**config.mk**
```make
export PLATFORM = sky130hd
export DESIGN_NAME = mfs_front_flat
export DESIGN_NICKNAME = d
export VERILOG_FILES = /design/src/rtl/core/mfs_pkg.sv /design/src/rtl/core/mfs_if.sv /design/src/rtl/core/mfs_front.sv /design/src/flat_wrapper.sv
export SDC_FILE = /design/constraint.sdc
export NUM_CORES = 1
export LEC_CHECK = 0
export BUFFER_PORTS_ARGS = -buffer_cell sky130_fd_sc_hd__buf_2
export CAP_MARGIN = 20
export CORE_ASPECT_RATIO = 1.4
export CORE_MARGIN = 8
export CORE_UTILIZATION = 51
export DETAILED_ROUTE_END_ITERATION = 8
export PLACE_DENSITY_LB_ADDON = 0.1
export SETUP_SLACK_MARGIN = 0.1
export SYNTH_ARGS = -nofsm -noshare
export SYNTH_HDL_FRONTEND = slang
export SYNTH_SLANG_ARGS = --single-unit
```
**constraint.sdc**
```tcl
create_clock -name i_clk -period 5 [get_ports i_clk]
set_clock_uncertainty 0.1 [all_clocks]
set_input_delay 1 -clock i_clk [delete_from_list [all_inputs] [get_ports i_clk]]
set_output_delay 1 -clock i_clk [all_outputs]
set_load 0.05 [all_outputs]
```
**src/rtl/core/mfs_pkg.sv**
```systemverilog
// Shared types and constants for the SGD matrix factorization block.
// No dependencies.
package mfs_pkg;

    localparam int ADDR_W  = 22;  // covers 65536 rows x 64 elements
    localparam int ACC_W   = 40;  // dot product accumulator, Q.24
    localparam int TOTAL_W = 40;

    // func codes on the input channel
    localparam logic [2:0] FUNC_TRAIN = 3'd0;
    localparam logic [2:0] FUNC_WR_U  = 3'd1;
    localparam logic [2:0] FUNC_WR_I  = 3'd2;
    localparam logic [2:0] FUNC_RD_U  = 3'd3;
    localparam logic [2:0] FUNC_RD_I  = 3'd4;

    // classified command kinds
    localparam logic [2:0] K_NOP   = 3'd0;
    localparam logic [2:0] K_TRAIN = 3'd1;
    localparam logic [2:0] K_WR_U  = 3'd2;
    localparam logic [2:0] K_WR_I  = 3'd3;
    localparam logic [2:0] K_RD_U  = 3'd4;
    localparam logic [2:0] K_RD_I  = 3'd5;

    // configuration register indexes
    localparam logic [1:0] REG_LEARN_RATE  = 2'd0;
    localparam logic [1:0] REG_REG_LAMBDA  = 2'd1;
    localparam logic [1:0] REG_MEAN_RATING = 2'd2;
    localparam logic [1:0] REG_REMOVE_MEAN = 2'd3;

    localparam logic [15:0] LEARN_RATE_RST = 16'd655;

    typedef struct packed {
        logic [2:0]         kind;
        logic [ADDR_W-1:0]  u_addr;
        logic [ADDR_W-1:0]  i_addr;
        logic [7:0]         rating;
        logic signed [15:0] value;
        logic               clear;
    } t_cmd;

    typedef struct packed {
        logic [15:0] learn_rate;
        logic [15:0] reg_lambda;
        logic [15:0] mean_rating;
        logic        remove_mean;
    } t_cfg;

endpackage

```
**src/rtl/core/mfs_if.sv**
```systemverilog
// Valid/ready channel interfaces for rating input and result output.
// No dependencies.
interface mfs_in_if;
    logic               valid;
    logic               ready;
    logic [2:0]         func;
    logic [11:0]        user_index;
    logic [11:0]        item_index;
    logic [7:0]         rating;
    logic [3:0]         elem_index;
    logic signed [15:0] elem_value;
    logic               clear_total;

    modport source(output valid, func, user_index, item_index, rating, elem_index,
                   elem_value, clear_total, input ready);
    modport sink(input valid, func, user_index, item_index, rating, elem_index,
                 elem_value, clear_total, output ready);
endinterface


```
**src/rtl/core/mfs_front.sv**
```systemverilog
// Front end: accepts transactions, range-checks and classifies them,
// and queues commands in a two-entry FIFO. Uses mfs_pkg and mfs_in_if.
module mfs_front #(
    parameter int RANK      = 16,
    parameter int USER_ROWS = 4096,
    parameter int ITEM_ROWS = 4096
) (
    input  logic          i_clk,
    input  logic          i_rst_n,
    mfs_in_if.sink        i_in,
    output mfs_pkg::t_cmd o_cmd,
    output logic          o_cmd_valid,
    input  logic          i_cmd_pop
);

    logic          user_ok, item_ok, elem_ok;
    logic [mfs_pkg::ADDR_W-1:0] u_base, i_base, elem_off;
    mfs_pkg::t_cmd cmd_in;
    logic          push, pop;

    mfs_pkg::t_cmd r_mem [2];
    logic          r_wp, r_rp;
    logic [1:0]    r_count;

    assign user_ok = {5'd0, i_in.user_index} < 17'(USER_ROWS);
    assign item_ok = {5'd0, i_in.item_index} < 17'(ITEM_ROWS);
    assign elem_ok = {3'd0, i_in.elem_index} < 7'(RANK);

    assign u_base = mfs_pkg::ADDR_W'(i_in.user_index) * mfs_pkg::ADDR_W'(RANK);
    assign i_base = mfs_pkg::ADDR_W'(i_in.item_index) * mfs_pkg::ADDR_W'(RANK);
    assign elem_off = (i_in.func == mfs_pkg::FUNC_TRAIN) ? '0
                                                         : mfs_pkg::ADDR_W'(i_in.elem_index);

    always_comb begin
        cmd_in.u_addr = u_base + elem_off;
        cmd_in.i_addr = i_base + elem_off;
        cmd_in.rating = i_in.rating;
        cmd_in.value  = i_in.elem_value;
        cmd_in.clear  = i_in.clear_total;
        cmd_in.kind   = mfs_pkg::K_NOP;
        case (i_in.func)
            mfs_pkg::FUNC_TRAIN: if (user_ok && item_ok) cmd_in.kind = mfs_pkg::K_TRAIN;
            mfs_pkg::FUNC_WR_U:  if (user_ok && elem_ok) cmd_in.kind = mfs_pkg::K_WR_U;
            mfs_pkg::FUNC_WR_I:  if (item_ok && elem_ok) cmd_in.kind = mfs_pkg::K_WR_I;
            mfs_pkg::FUNC_RD_U:  if (user_ok && elem_ok) cmd_in.kind = mfs_pkg::K_RD_U;
            mfs_pkg::FUNC_RD_I:  if (item_ok && elem_ok) cmd_in.kind = mfs_pkg::K_RD_I;
            default:             cmd_in.kind = mfs_pkg::K_NOP;
        endcase
    end

    assign i_in.ready  = (r_count != 2'd2);
    assign push        = i_in.valid && i_in.ready;
    assign o_cmd_valid = (r_count != 2'd0);
    assign pop         = o_cmd_valid && i_cmd_pop;
    assign o_cmd       = r_mem[r_rp];

    always_ff @(posedge i_clk) begin
        if (push) begin
            r_mem[r_wp] <= cmd_in;
        end
    end

    always_ff @(posedge i_clk) begin
        if (!i_rst_n) begin
            r_wp    <= 1'b0;
            r_rp    <= 1'b0;
            r_count <= 2'd0;
        end else begin
            if (push) r_wp <= ~r_wp;
            if (pop)  r_rp <= ~r_rp;
            r_count <= r_count + 2'(push) - 2'(pop);
        end
    end

    a_count_max: assert property (@(posedge i_clk) disable iff (!i_rst_n)
        r_count <= 2'd2) else $error("queue overfilled");
    a_count_up: assert property (@(posedge i_clk) disable iff (!i_rst_n)
        (push && !pop) |=> r_count == $past(r_count) + 2'd1) else $error("push lost");
    a_count_dn: assert property (@(posedge i_clk) disable iff (!i_rst_n)
        (pop && !push) |=> r_count == $past(r_count) - 2'd1) else $error("pop lost");

endmodule

```
**src/flat_wrapper.sv**
```systemverilog
// flat-port wrapper written by rule: the top's interface ports become plain ports
module mfs_front_flat 
#(
    parameter int RANK      = 16,
    parameter int USER_ROWS = 4096,
    parameter int ITEM_ROWS = 4096
)
  (i_clk, i_rst_n, o_cmd, o_cmd_valid, i_cmd_pop, i_in_valid, i_in_func, i_in_user_index, i_in_item_index, i_in_rating, i_in_elem_index, i_in_elem_value, i_in_clear_total, i_in_ready);
  mfs_in_if i_in_i ();
  input  logic i_clk;
  input  logic i_rst_n;
  output mfs_pkg::t_cmd o_cmd;
  output logic o_cmd_valid;
  input  logic i_cmd_pop;
  input wire logic [$bits(i_in_i.valid)-1:0] i_in_valid;
  input wire logic [$bits(i_in_i.func)-1:0] i_in_func;
  input wire logic [$bits(i_in_i.user_index)-1:0] i_in_user_index;
  input wire logic [$bits(i_in_i.item_index)-1:0] i_in_item_index;
  input wire logic [$bits(i_in_i.rating)-1:0] i_in_rating;
  input wire logic [$bits(i_in_i.elem_index)-1:0] i_in_elem_index;
  input wire logic [$bits(i_in_i.elem_value)-1:0] i_in_elem_value;
  input wire logic [$bits(i_in_i.clear_total)-1:0] i_in_clear_total;
  output wire logic [$bits(i_in_i.ready)-1:0] i_in_ready;
  assign i_in_i.valid = i_in_valid;
  assign i_in_i.func = i_in_func;
  assign i_in_i.user_index = i_in_user_index;
  assign i_in_i.item_index = i_in_item_index;
  assign i_in_i.rating = i_in_rating;
  assign i_in_i.elem_index = i_in_elem_index;
  assign i_in_i.elem_value = i_in_elem_value;
  assign i_in_i.clear_total = i_in_clear_total;
  assign i_in_ready = i_in_i.ready;
  mfs_front #(.RANK(RANK), .USER_ROWS(USER_ROWS), .ITEM_ROWS(ITEM_ROWS)) u_core (.i_clk(i_clk), .i_rst_n(i_rst_n), .i_in(i_in_i), .o_cmd(o_cmd), .o_cmd_valid(o_cmd_valid), .i_cmd_pop(i_cmd_pop));
endmodule
```
# == Word-level counts from Yosys, hierarchy flattened ==
# Memory sizes are Yosys's and may differ from the RTL's. A register that Yosys moved wholly into a read port is not among the register bits.
# Cells that the tools add are included.
# totals
input_bits,60
register_bits,4
elab_cells,25
mem_count,1
ramBits,144
out_inout_bits,74
# classes
addsub,4
n_eq_ne,5
bitwise,2
mux,6
n_reduce_logical,4
# memory_table
memory,depth,word_bits,rd,rd_clocked_by_memory_dff,wr,line_no,text
u_core.r_mem,2,72,1,1,1,mfs_front.sv:21,mfs_pkg::t_cmd r_mem [2];
# op_table
operator,n
16-bit by 22-bit adder with 22-bit output,2
3-bit case mux with 5 select lines,1
"3-bit by 2-bit equality test with 1-bit output, second input constant",2
1-bit 2-to-1 mux,4
4-bit 2-to-1 mux,1
"3-bit by 1-bit equality test with 1-bit output, second input constant",1
"3-bit equality test, second input constant",1
3-bit logical NOT,1
2-bit by 1-bit adder with 2-bit output,1
1-bit logical AND,2
"2-bit != test, second input constant",1
1-bit inverter,2
2-bit nonzero test,1
2-bit by 1-bit subtractor with 2-bit output,1

# == Logic depth before layout (Yosys ltp) ==
# Gate-level depths: netlist of run 1.
# depth
depth_word,4
depth_mapped,8
mapped_depth_nobuf,8

# == Least setup slack after synthesis of run 1 ==
# No wires, ideal clock.
# synth_timing
path_kind,input-to-reg
startpoint,input port i_in_valid
endpoint,memory u_core.r_mem[0][0] (netlist name) (enable)
setup_ns,0.470
path_buffers,0
arrival_ns,3.464
path_stages,2
required_ns,4.430
slack_ns,0.965
cell_sequence,nand2_1 > nor2_1
# synth_via
elab_chain_cells,3
# synth_rtl
element,line_no,text
from (decl),flat_wrapper.sv:15,input wire logic [$bits(i_in_i.valid)-1:0] i_in_valid;
1-bit logical AND,mfs_front.sv:52,assign push = i_in.valid && i_in.ready;
1-bit 2-to-1 mux,mfs_front.sv:58,if (push) begin
1-bit 2-to-1 mux (implied by the code),mfs_front.sv:59,r_mem[r_wp] <= cmd_in;
to (decl),mfs_front.sv:21,
# Every way passes these cells.

==> results.md, run 1 <==
* Outcome: complete, no violations
* Final Hold Vio Count at 0
* Final setup fails at 0
* Leakage at about 2.4 nW
* CTS max path bufs at 2
* Count of hold-fix buffers inserted at cts at 0
* Post-synthesis cell count at 227
* Post-synthesis register bit count at 117
* Register-to-Register Path Depth at 4
* Min Tclk post-route at 3.155 ns
* Clk sinks at 117
* Power Internal at ~2.4 mW
* Post-Syn Area at 4629 sq um
* Site row count at 41
* Power Density at 629.7 nW/um^2
* # nets final at 421
* Ant. Diodes at 0
* Max_slew headroom at 34.53%
* Unrepaired setup endpoints after global routing: false
* TritonCTS Buffers at 17
* Finished Layout Cells at 479
* Critical path capture point: o_cmd[54]
* Top-area cell type share of the netlist area at 72.65%
* Worst R2R End: u_core.r_mem[0][32]
* Pins Over Slew Limit at 0
* Reg clk slew, reported paths at roughly 0.050 ns
* RR Startpoint: u_core.r_count[0]
* Drt via density at 4.852
* Critical Path AT at 2.06 ns
* Post-CTS Setup Inserts at 0
* Fmax at ~320 MHz
* Max VDD drop at 0.4086 mV
* Setup TNS at 0 ns
* Worst Setup Slack, final at around 1.8 ns
* Commonest non-fill, non-tap cell in the layout: buf_2
* Avg Inst Size Synth at between 20 and 25 sq um
* Worst Tran Pin Value at a little under 1 ns
* CP Max Fanout at between 50 and 60
* First-pass GRT wire length at 12,320 microns
* Core footprint at 8926 sq um
* Ys Warns at 0
* GRT Total Usage at 13.64%
* CTS tree: yes
* Starting Density at roughly 52%
* Worst Hold Class: reg -> reg
* Largest area contributor in the netlist: edfxtp_1
* GPL Wtd Cong at 0.6540
* Comb pwr share at 31.1%
* PnR Total Power at about 3.7 mW
* Most frequent cells in the layout: buf_2 (121), edfxtp_1 (112), mux2_4 (40)
* Placed cells at 446
* Die Wd at 96.52 microns
* CTS H-tree lvls at 4
* Antenna-violating nets left at 0
* Initial DRC count at 98
* Share of post-route cells with drive strength above 1 at 56.72%
* Post-CTS resize count at 0
* CP Launch Type: flop
* I/O Buffers at between 100 and 150
* Die area at 12,430 sq um
* Register area share after synthesis at 74.81%
* Die Ht at 128.7 microns
* Dpl ws at 2.046 ns
* GRT overflow at 0
* Boundary Pins at 134
* Switch share at 34.47%
* Critical path type: reg -> out
* Latest clock arrival within the worst-skew pair at 0.40 ns
* Hold_sp: u_core.r_wp
* Maximum number of pins on one net before global-route repair at 57
* Vias in the first global route at 2,510
* Dominant cells by area after synthesis: edfxtp_1 (73%), mux2_4 (13%), mux2_2 (3.9%)
* Root buf cell: clkbuf_16
* Routed wire length per instance at ~17 microns
* DRT Pass-1 Iters at 4
* DRC at 0
* Layout area overhead at 26.81%
* Post-synth cell types at 24
* Initial antenna violation count at 1
* Worst hold slack at 0.4334 ns
* Final WL at ~8300 microns
* Worst path required time at 3.90 ns
* Clk pwr share at 32.4%
* Sw power at 1.274 mW
* Detail Placement HPWL at 5558 microns
* Worst Setup End Kind: primary output
* Tcrit/Tclk final at 63.10%
* MaxCap Viol Count at 0
* Via count at 2,324
* Sequential share of power at 36.5%
* Flop2flop setup slack at ~2.7 ns
[area by class of cell]
cell class	count	area, sq um
inverter	1	3.754
fill	656	3055
multi-input combinational	98	1031
clock inverter	14	165.2
timing repair buffer	124	640.6
tap	107	133.9
sequential	117	3467
clock buffer	18	429.2
[sequential cells by signal, summed over array words and instances, names as in the netlist, named ones only]
register,cells
u_core.r_rp,1
u_core.r_mem,112
u_core.r_count,2
u_core.r_wp,1
[through the flow]
| step | cell area [sq um] | util, % |
|---|---|---|
| floorplan | 4671 | - |
| global placement | 5256 | 58.89 |
| detailed placement | 5256 | 58.89 |
| CTS | 5851 | 65.55 |
| global route | 5871 | 65.77 |
| finish | 5871 | 65.77 |
[worst min path at each step]
stage,endpoint,slack (ns),cells past startpoint
4_1_cts,u_core.r_wp,0.44,2
2_1_floorplan,u_core.r_wp,0.35,2
5_1_grt,u_core.r_wp,0.47,2
6_report,u_core.r_wp,0.43,2
3_3_place_gp,u_core.r_wp,0.41,2
3_5_place_dp,u_core.r_wp,0.43,2
[logic make-up after synthesis]
kind of cell	after synthesis	synth area share, %
buffers and inverters	23	4.000
AOI/OAI and AO/OA	3	0.3782
muxes	57	17.08
other	1	0.08100
DFF	117	74.81
and+or+nand+nor	20	2.351
adders and majority gates	2	0.5405
xor gates and xnor gates	4	0.7567
[worst max-delay path: stages, from the launching register on]
cell and delay (ns):
dfxtp_4 0.99, mux2_2 0.43, buf_2 0.21
[metal layers]
metal / global-route usage, % / vias to the layer above / part of all wire (%)
li1: - / 1102 / -
met1: 14.53 / 1131 / 38
met2: 22.80 / 79 / 53
met3: 5.594 / 10 / 6.8
met4: 6.172 / 2 / 1.2
met5: 0 / - / 0.16
[synthesized netlist by cell type]
cell and instances:
a21oi_1 1, and2_1 2, and2b_1 2, and3_1 1, buf_2 1, buf_4 16
buf_6 5, conb_1 1, dfxtp_1 5, edfxtp_1 112, ha_1 2, inv_1 1
mux2_2 16, mux2_4 40, mux2i_1 1, nand2_1 4, nand2b_1 2, nor2_1 3
nor2b_1 4, nor3_1 1, o21a_1 1, o21ai_0 1, or2_2 1, xnor2_1 4
[power groups by stage]
stage,combinational (mW),sequential (mW),clock (mW)
after floorplan,1.03,1.29,0
after global placement,1.15,1.36,0
after detailed placement,1.16,1.37,0
after CTS,1.16,1.35,1.22
after global routing,1.20,1.37,1.26
final,1.15,1.35,1.20
Note: power is estimated with default switching activity, not from simulation.
==> inputs of run 2 (changes only) <==
- clock period: 5 -> 3.29 ns (I/O delays scaled with it)
==> run 2 against run 1 <==
Via count up 2.2%. Clock power up 63%. Critical path depth up 1. Routed wire length up 1.6%. First-iteration DRC count down 4.1%. Final area up 1.3%. Combinational power up 57%. Sequential share of layout area down 0.75 points. Total power up 56%. Utilization up 0.84 points. Global-route usage up 0.63 points. Count of clock-buffer cells in the layout up 6. Critical path type unchanged. Critical endpoint is now o_cmd[57]. Largest cell class unchanged. Highest routed layer is now met4.
==> results.md, run 2 (synthesized netlist as in run 1, its figures left out) <==
* CP Launch Type: flop
* Maximum number of pins on one net before global-route repair at 41
* TritonCTS Buffers at 17
* Buf+Inv Stages, Crit Path at 2
* Leakage at 2.390 nW
* PnR Total Power at 5.748 mW
* Filler cell count at 669
* Clk pwr share at about a third
* Largest delay share family, worst path: flip-flops
* Initial DRC count at 94
* Worst Setup Slack, final at 0.5766 ns
* Sw power at 1.940 mW
* Dpl ws at 0.9681 ns
* GRT Total Usage at 14.28%
* Reg clk slew, reported paths at about 0.050 ns
* Drt via density at 4.925
* CTS H-tree lvls at 4
* Count of hold-fix buffers inserted at cts at 0
* Sequential share of power at 34.6%
* Fmax at 368.5 MHz
* Final Hold Vio Count at 0
* Critical Path, Cell by Cell: buf_4, mux2_2, buf_2
* Critical Path AT at 1.96 ns
* GR peak layer: met2
* Commonest non-fill, non-tap cell in the layout: buf_2
* Number of flip-flops under the largest register name at 112
* DRT Pass-1 Iters at 6
* Unrepaired setup endpoints after global routing: false
* Site row count at 41
* Routed wire length per instance at between 15 and 20 microns
* Most flops, register: u_core.r_mem
* Post-CTS resize count at 0
* Root buf cell: clkbuf_16
* Worst hold slack at roughly 0.34 ns
* Placed Area at 5299 sq um
* CP peak stage delay at around 0.62 ns
* Switch share at 33.75%
* Top flop regs: u_core.r_mem x112, u_core.r_count x2
* Die Ht at 128.7 microns
* # nets final at 424
* Met2 Usage GRT at 23.68%
* Power Internal at 3.808 mW
* Cell area after layout at 5946 sq um
* Max VDD drop at between 0.6 and 0.7 mV
* CP Max Fanout at 25
* Die area at between 10,000 and 15,000 sq um
* Boundary Pins at 134
* Layout area overhead at 28.43%
* Final WL at 8434 microns
* First-pass GRT wire length at approximately 13,000 microns
* Min Tclk post-route at about 2.7 ns
* Power Density at about 970 nW/um^2
* Worst path required time at 2.53 ns
* CTS tree: yes
* Core footprint at 8926 sq um
* Die Wd at 96.52 microns
* GRT overflow at 0
* Tcrit/Tclk final at between 80 and 90%
* Flop2flop setup slack at 1.49 ns
* Worst Setup End Kind: primary output
* I/O Buffers at 121
* Via count at 2,374
* Initial antenna violation count at 0
* Detail Placement HPWL at 5935 microns
* Met3 usage at 6.760%
* Clk sinks at 117
* Most frequent cells in the layout: buf_2 (121), edfxtp_1 (112), mux2_4 (40)
* Share of post-route cells with drive strength above 1 at 57.87%
* Post-CTS Setup Inserts at 0
* Ant. Diodes at 0
* Vias in the first global route at 2,578
* Highest-delay cell along the critical path: dfxtp_4
* Starting Density at about half
* Critical path type: reg -> out
* Pins Over Slew Limit at 0
* CTS max path bufs at 2
* Outcome: complete, no violations
* MaxCap Viol Count at 0
* Antenna-violating nets left at 0
* Latest clock arrival within the worst-skew pair at 0.40 ns
* Comb pwr share at 31.5%
* GPL Wtd Cong at 0.7450
* Worst Hold Class: in -> reg
* Final setup fails at 0
* DRC at 0
* Setup TNS at 0 ns
* Met1 usage at 14.30%
==> run 2: cell count changes in the layout (fill, tap and decap cells not counted), sizes merged <==
cell      previous run  this run
buf                124       127
clkinvlp             0         2
clkinv              10         2
clkbuf              18        24
==> run 2: cell type report <==
class / instances / area [sq um] / share of cell area, %
clock buffer: 24 / 501.7 / 8.439
clock inverter: 8 / 145.1 / 2.441
tap: 107 / 133.9 / 2.252
timing repair buffer: 127 / 663.1 / 11.15
sequential: 117 / 3467 / 58.31
multi-input combinational: 98 / 1031 / 17.34
inverter: 1 / 3.754 / 0.06313
==> run 2: per-layer routing <==
metal  wire length (microns)  share of wire (%)
met1                    2995                 36
met2                    4581                 54
met3                     745                8.8
met4                     112                1.3
met5                       0                  0
==> run 2: power by group through the flow <==
stage / Clock [mW] / Sequential, mW / Combinational [mW]
after floorplan: 0 / 1.95 / 1.57
after global placement: 0 / 2.01 / 1.82
after detailed placement: 0 / 2.02 / 1.83
after CTS: 1.99 / 1.99 / 1.84
after global routing: 2.04 / 2.02 / 1.90
final: 1.95 / 1.99 / 1.81
==> run 2: worst paths after layout <==
path / cells past startpoint / to / startpoint
max: 3 / o_cmd[57] / flop
min: 1 / u_core.r_mem[1][19] / i_in_rating[2]
min reg2reg: 2 / u_core.r_wp / u_core.r_wp
max reg2reg: 8 / u_core.r_count[1] / u_core.r_count[0]
==> run 2: metrics by stage <==
step / std cells / util, %
after floorplan: 238 / -
after global placement: 450 / 59.36
after detailed placement: 450 / 59.36
after CTS: 482 / 66.61
after global routing: 482 / 66.61
final: 482 / 66.61
==> inputs of run 3 (changes only) <==
- ABC_AREA: not set -> 1
- clock period: 3.29 -> 2.8 ns (I/O delays scaled with it)
==> run 3 against run 2 <==
Register-to-register slack worse by 0.39 ns. Utilization decreased by 0.77 points. Die area rose by 0.14%. Cell count increased by 3.1%. Combinational power increased by 22%. Final area decreased by 1.2%. Setup slack lost 0.18 ns. Total power rose by 14%. Count of clock-buffer cells in the layout decreased by 5. Routed wire length fell by 0.47%. Global-route usage is 0.23 points lower. Largest cell class unchanged. Highest routed layer is now met5.
==> results.md, run 3 <==
* Outcome: complete, no violations
* Worst Tran Pin Value at 0.5215 ns
* Async S/R FF share, synth at 0%
* Worst path required time at 2.14 ns
* Initial DRC count at between 100 and 150
* Final setup fails at 0
* Finished Layout Cells at 497
* Power Internal at 4.251 mW
* Critical path type: reg -> out
* Switch share at 35.22%
* Most common cell in the netlist: edfxtp_1
* Boundary Pins at 134
* Share of post-route cells with drive strength above 1 at 53.73%
* Synth Area in Simple Gates at 2.536%
* Most flops, register: u_core.r_mem
* Detail Placement HPWL at 5640 microns
* Latest clock arrival within the worst-skew pair at 0.40 ns
* Post-Syn Area at 4637 sq um
* Met2 Usage GRT at 23.72%
* Min Tclk post-route at 2.399 ns
* Post-synth EDFFs at 112
* Most frequent cells in the layout: buf_2 (121), edfxtp_1 (112), mux2_4 (40)
* Worst Hold Class: in -> reg
* First-pass GRT wire length at 12,560 microns
* Post-CTS resize count at 0
* Comb pwr share at 33.6%
* TritonCTS Buffers at 17
* Post-synth cell types at 17
* Adder-Cell Fraction of Synth Area at 0.5397%
* CP Max Fanout at 56
* Number of flip-flops under the largest register name at 112
* Largest area contributor in the netlist: edfxtp_1
* DRT Pass-1 Iters at 4
* # nets final at approximately 440
* Post-synthesis register bit count at 117
* Die Wd at 96.59 microns
* Post-CTS Setup Inserts at 0
* GRT overflow at 0
* Post-synth top cells: edfxtp_1 (112), mux2_4 (40), buf_4 (16), mux2_2 (16), nor2_1 (13)
* Main combinational cell family by area after synthesis: multiplexers
* Maximum number of pins on one net before global-route repair at 57
* I/O Buffers at 121
* Worst Setup End Kind: primary output
* Sequential share of power at 35.1%
* Top-area cell type share of the netlist area at 72.53%
* GR peak layer: met2
* Core footprint at 8926 sq um
* Unrepaired setup endpoints after global routing: false
* CTS max path bufs at 2
* Clk sinks at 117
* Worst hold slack at 0.2452 ns
* Max_slew headroom at 65.23%
* Met1 usage at 13.51%
* Dominant cells by area after synthesis: edfxtp_1 (73%), mux2_4 (13%), mux2_2 (3.9%)
* Site row count at 41
* GPL Wtd Cong at 0.7192
* Tcrit/Tclk final at 85.67%
* Layout area overhead at 26.74%
* Register area share after synthesis at 74.69%
* Fmax at approximately 420 MHz
* Post-synth top flop: edfxtp_1
* Power Density at approximately 1100 nW/um^2
* Reg clk slew, reported paths at about 0.05 ns
* CP Launch Type: flop
* Met3 usage at slightly below 7%
* Starting Density at 51.95%
* Hold_sp: i_in_elem_value[2]
* Routed wire length per instance at between 15 and 20 microns
* Initial antenna violation count at 1
* Dpl ws at 0.8407 ns
* Worst R2R End: u_core.r_mem[0][0]
* Register-to-Register Path Depth at 5
* Drt via density at around 4.8
* Pins Over Slew Limit at 0
* Avg Inst Size Synth at between 15 and 20 sq um
* Min-Delay Endpoint: u_core.r_mem[0][3]
* CTS H-tree lvls at 4
* Die area at 12,440 sq um
* Die Ht at about 130 microns
* Critical Path AT at 1.74 ns
* Post-synthesis xor/xnor area fraction at 0%
* Vias in the first global route at 2,634
* Max VDD drop at 0.6350 mV
* Final Hold Vio Count at 0
* Placed cells at roughly 460
* Final WL at 8394 microns
* Flop2flop setup slack at 1.10 ns
* Leakage at 2.390 nW
* CTS tree: yes
* Worst Setup Slack, final at between 0.4 and 0.5 ns
* Synth Area in Compound Gates at 0.4317%
* Sw power at 2.311 mW
* Multiplexer area fraction after synthesis at ~17%
* GRT Total Usage at 14.04%
* MaxCap Viol Count at 0
* Count of hold-fix buffers inserted at cts at 0
* Commonest non-fill, non-tap cell in the layout: buf_2
* Root buf cell: clkbuf_16
* Clk pwr share at a little under a third
* Antenna-violating nets left at 0
* Hold path depth at 1
* RR Startpoint: u_core.r_count[0]
* Top flop regs: u_core.r_mem x112, u_core.r_count x2
* Post-synthesis cell count at 243
* DRC at 0
* Via count at 2,401
* Ys Warns at 0
* Setup TNS at 0 ns
run 3: changes by cell type after synthesis, sizes merged, moves of 3 or more:
cell	delta
nor2	+10
nand3	+3
nand2	+7
nor2b	-4
inv	+11
xnor2	-4
run 3: worst max-delay path, cell delays in order (launching register included):
cell and delay (ns):
dfxtp_4 0.34, buf_12 0.31, mux2_2 0.39, buf_2 0.21
run 3: power by group through the flow:
| stage | Combinational (mW) | Clock, mW | Sequential (mW) |
|---|---|---|---|
| 5_1_grt | 2.32 | 2.16 | 2.33 |
| 6_report | 2.21 | 2.05 | 2.30 |
| 3_5_place_dp | 2.24 | 0 | 2.34 |
| 4_1_cts | 2.24 | 2.10 | 2.31 |
| 2_1_floorplan | 1.86 | 0 | 2.32 |
| 3_3_place_gp | 2.22 | 0 | 2.33 |
run 3: layout make-up:
cell class,instances,area [sq um]
multi-input combinational,103,996.0
clock inverter,13,138.9
clock buffer,19,432.9
sequential,117,3467
antenna,1,2.502
tap,107,133.9
fill,657,3049
inverter,12,45.04
timing repair buffer,125,660.6
run 3: through the flow:
stage                     cell area (sq um)  power [mW]  utilization, %
final                                  5877       6.562           65.84
after global routing                   5874       6.815           65.81
after CTS                              5874       6.648           65.81
after detailed placement               5303       4.575           59.41
after global placement                 5303       4.550           59.41
after floorplan                        4686       4.176               -
run 3: metal layers:
metal	up-vias	part of all wire, %
met2	89	54
met3	16	9.1
met5	-	0.11
met4	2	2.3
met1	1142	35
li1	1152	-
run 3: how the worst max path moves through the flow:
| stage | startpoint | end | slack [ns] |
|---|---|---|---|
| 2_1_floorplan | u_core.r_count[0] | u_core.r_mem[1][0] | 0.23 |
| 3_3_place_gp | flop | o_cmd[0] | 0.85 |
| 3_5_place_dp | flop | o_cmd[0] | 0.84 |
| 4_1_cts | flop | o_cmd[0] | 0.40 |
| 5_1_grt | flop | o_cmd[55] | 0.37 |
| 6_report | flop | o_cmd[0] | 0.40 |
run 3: cells by family after synthesis:
kind of cell | count (synthesis)
other cells | 1
flops | 117
mux | 56
simple gates | 29
compound gates | 4
fa+ha+maj | 2
buf+inv | 34
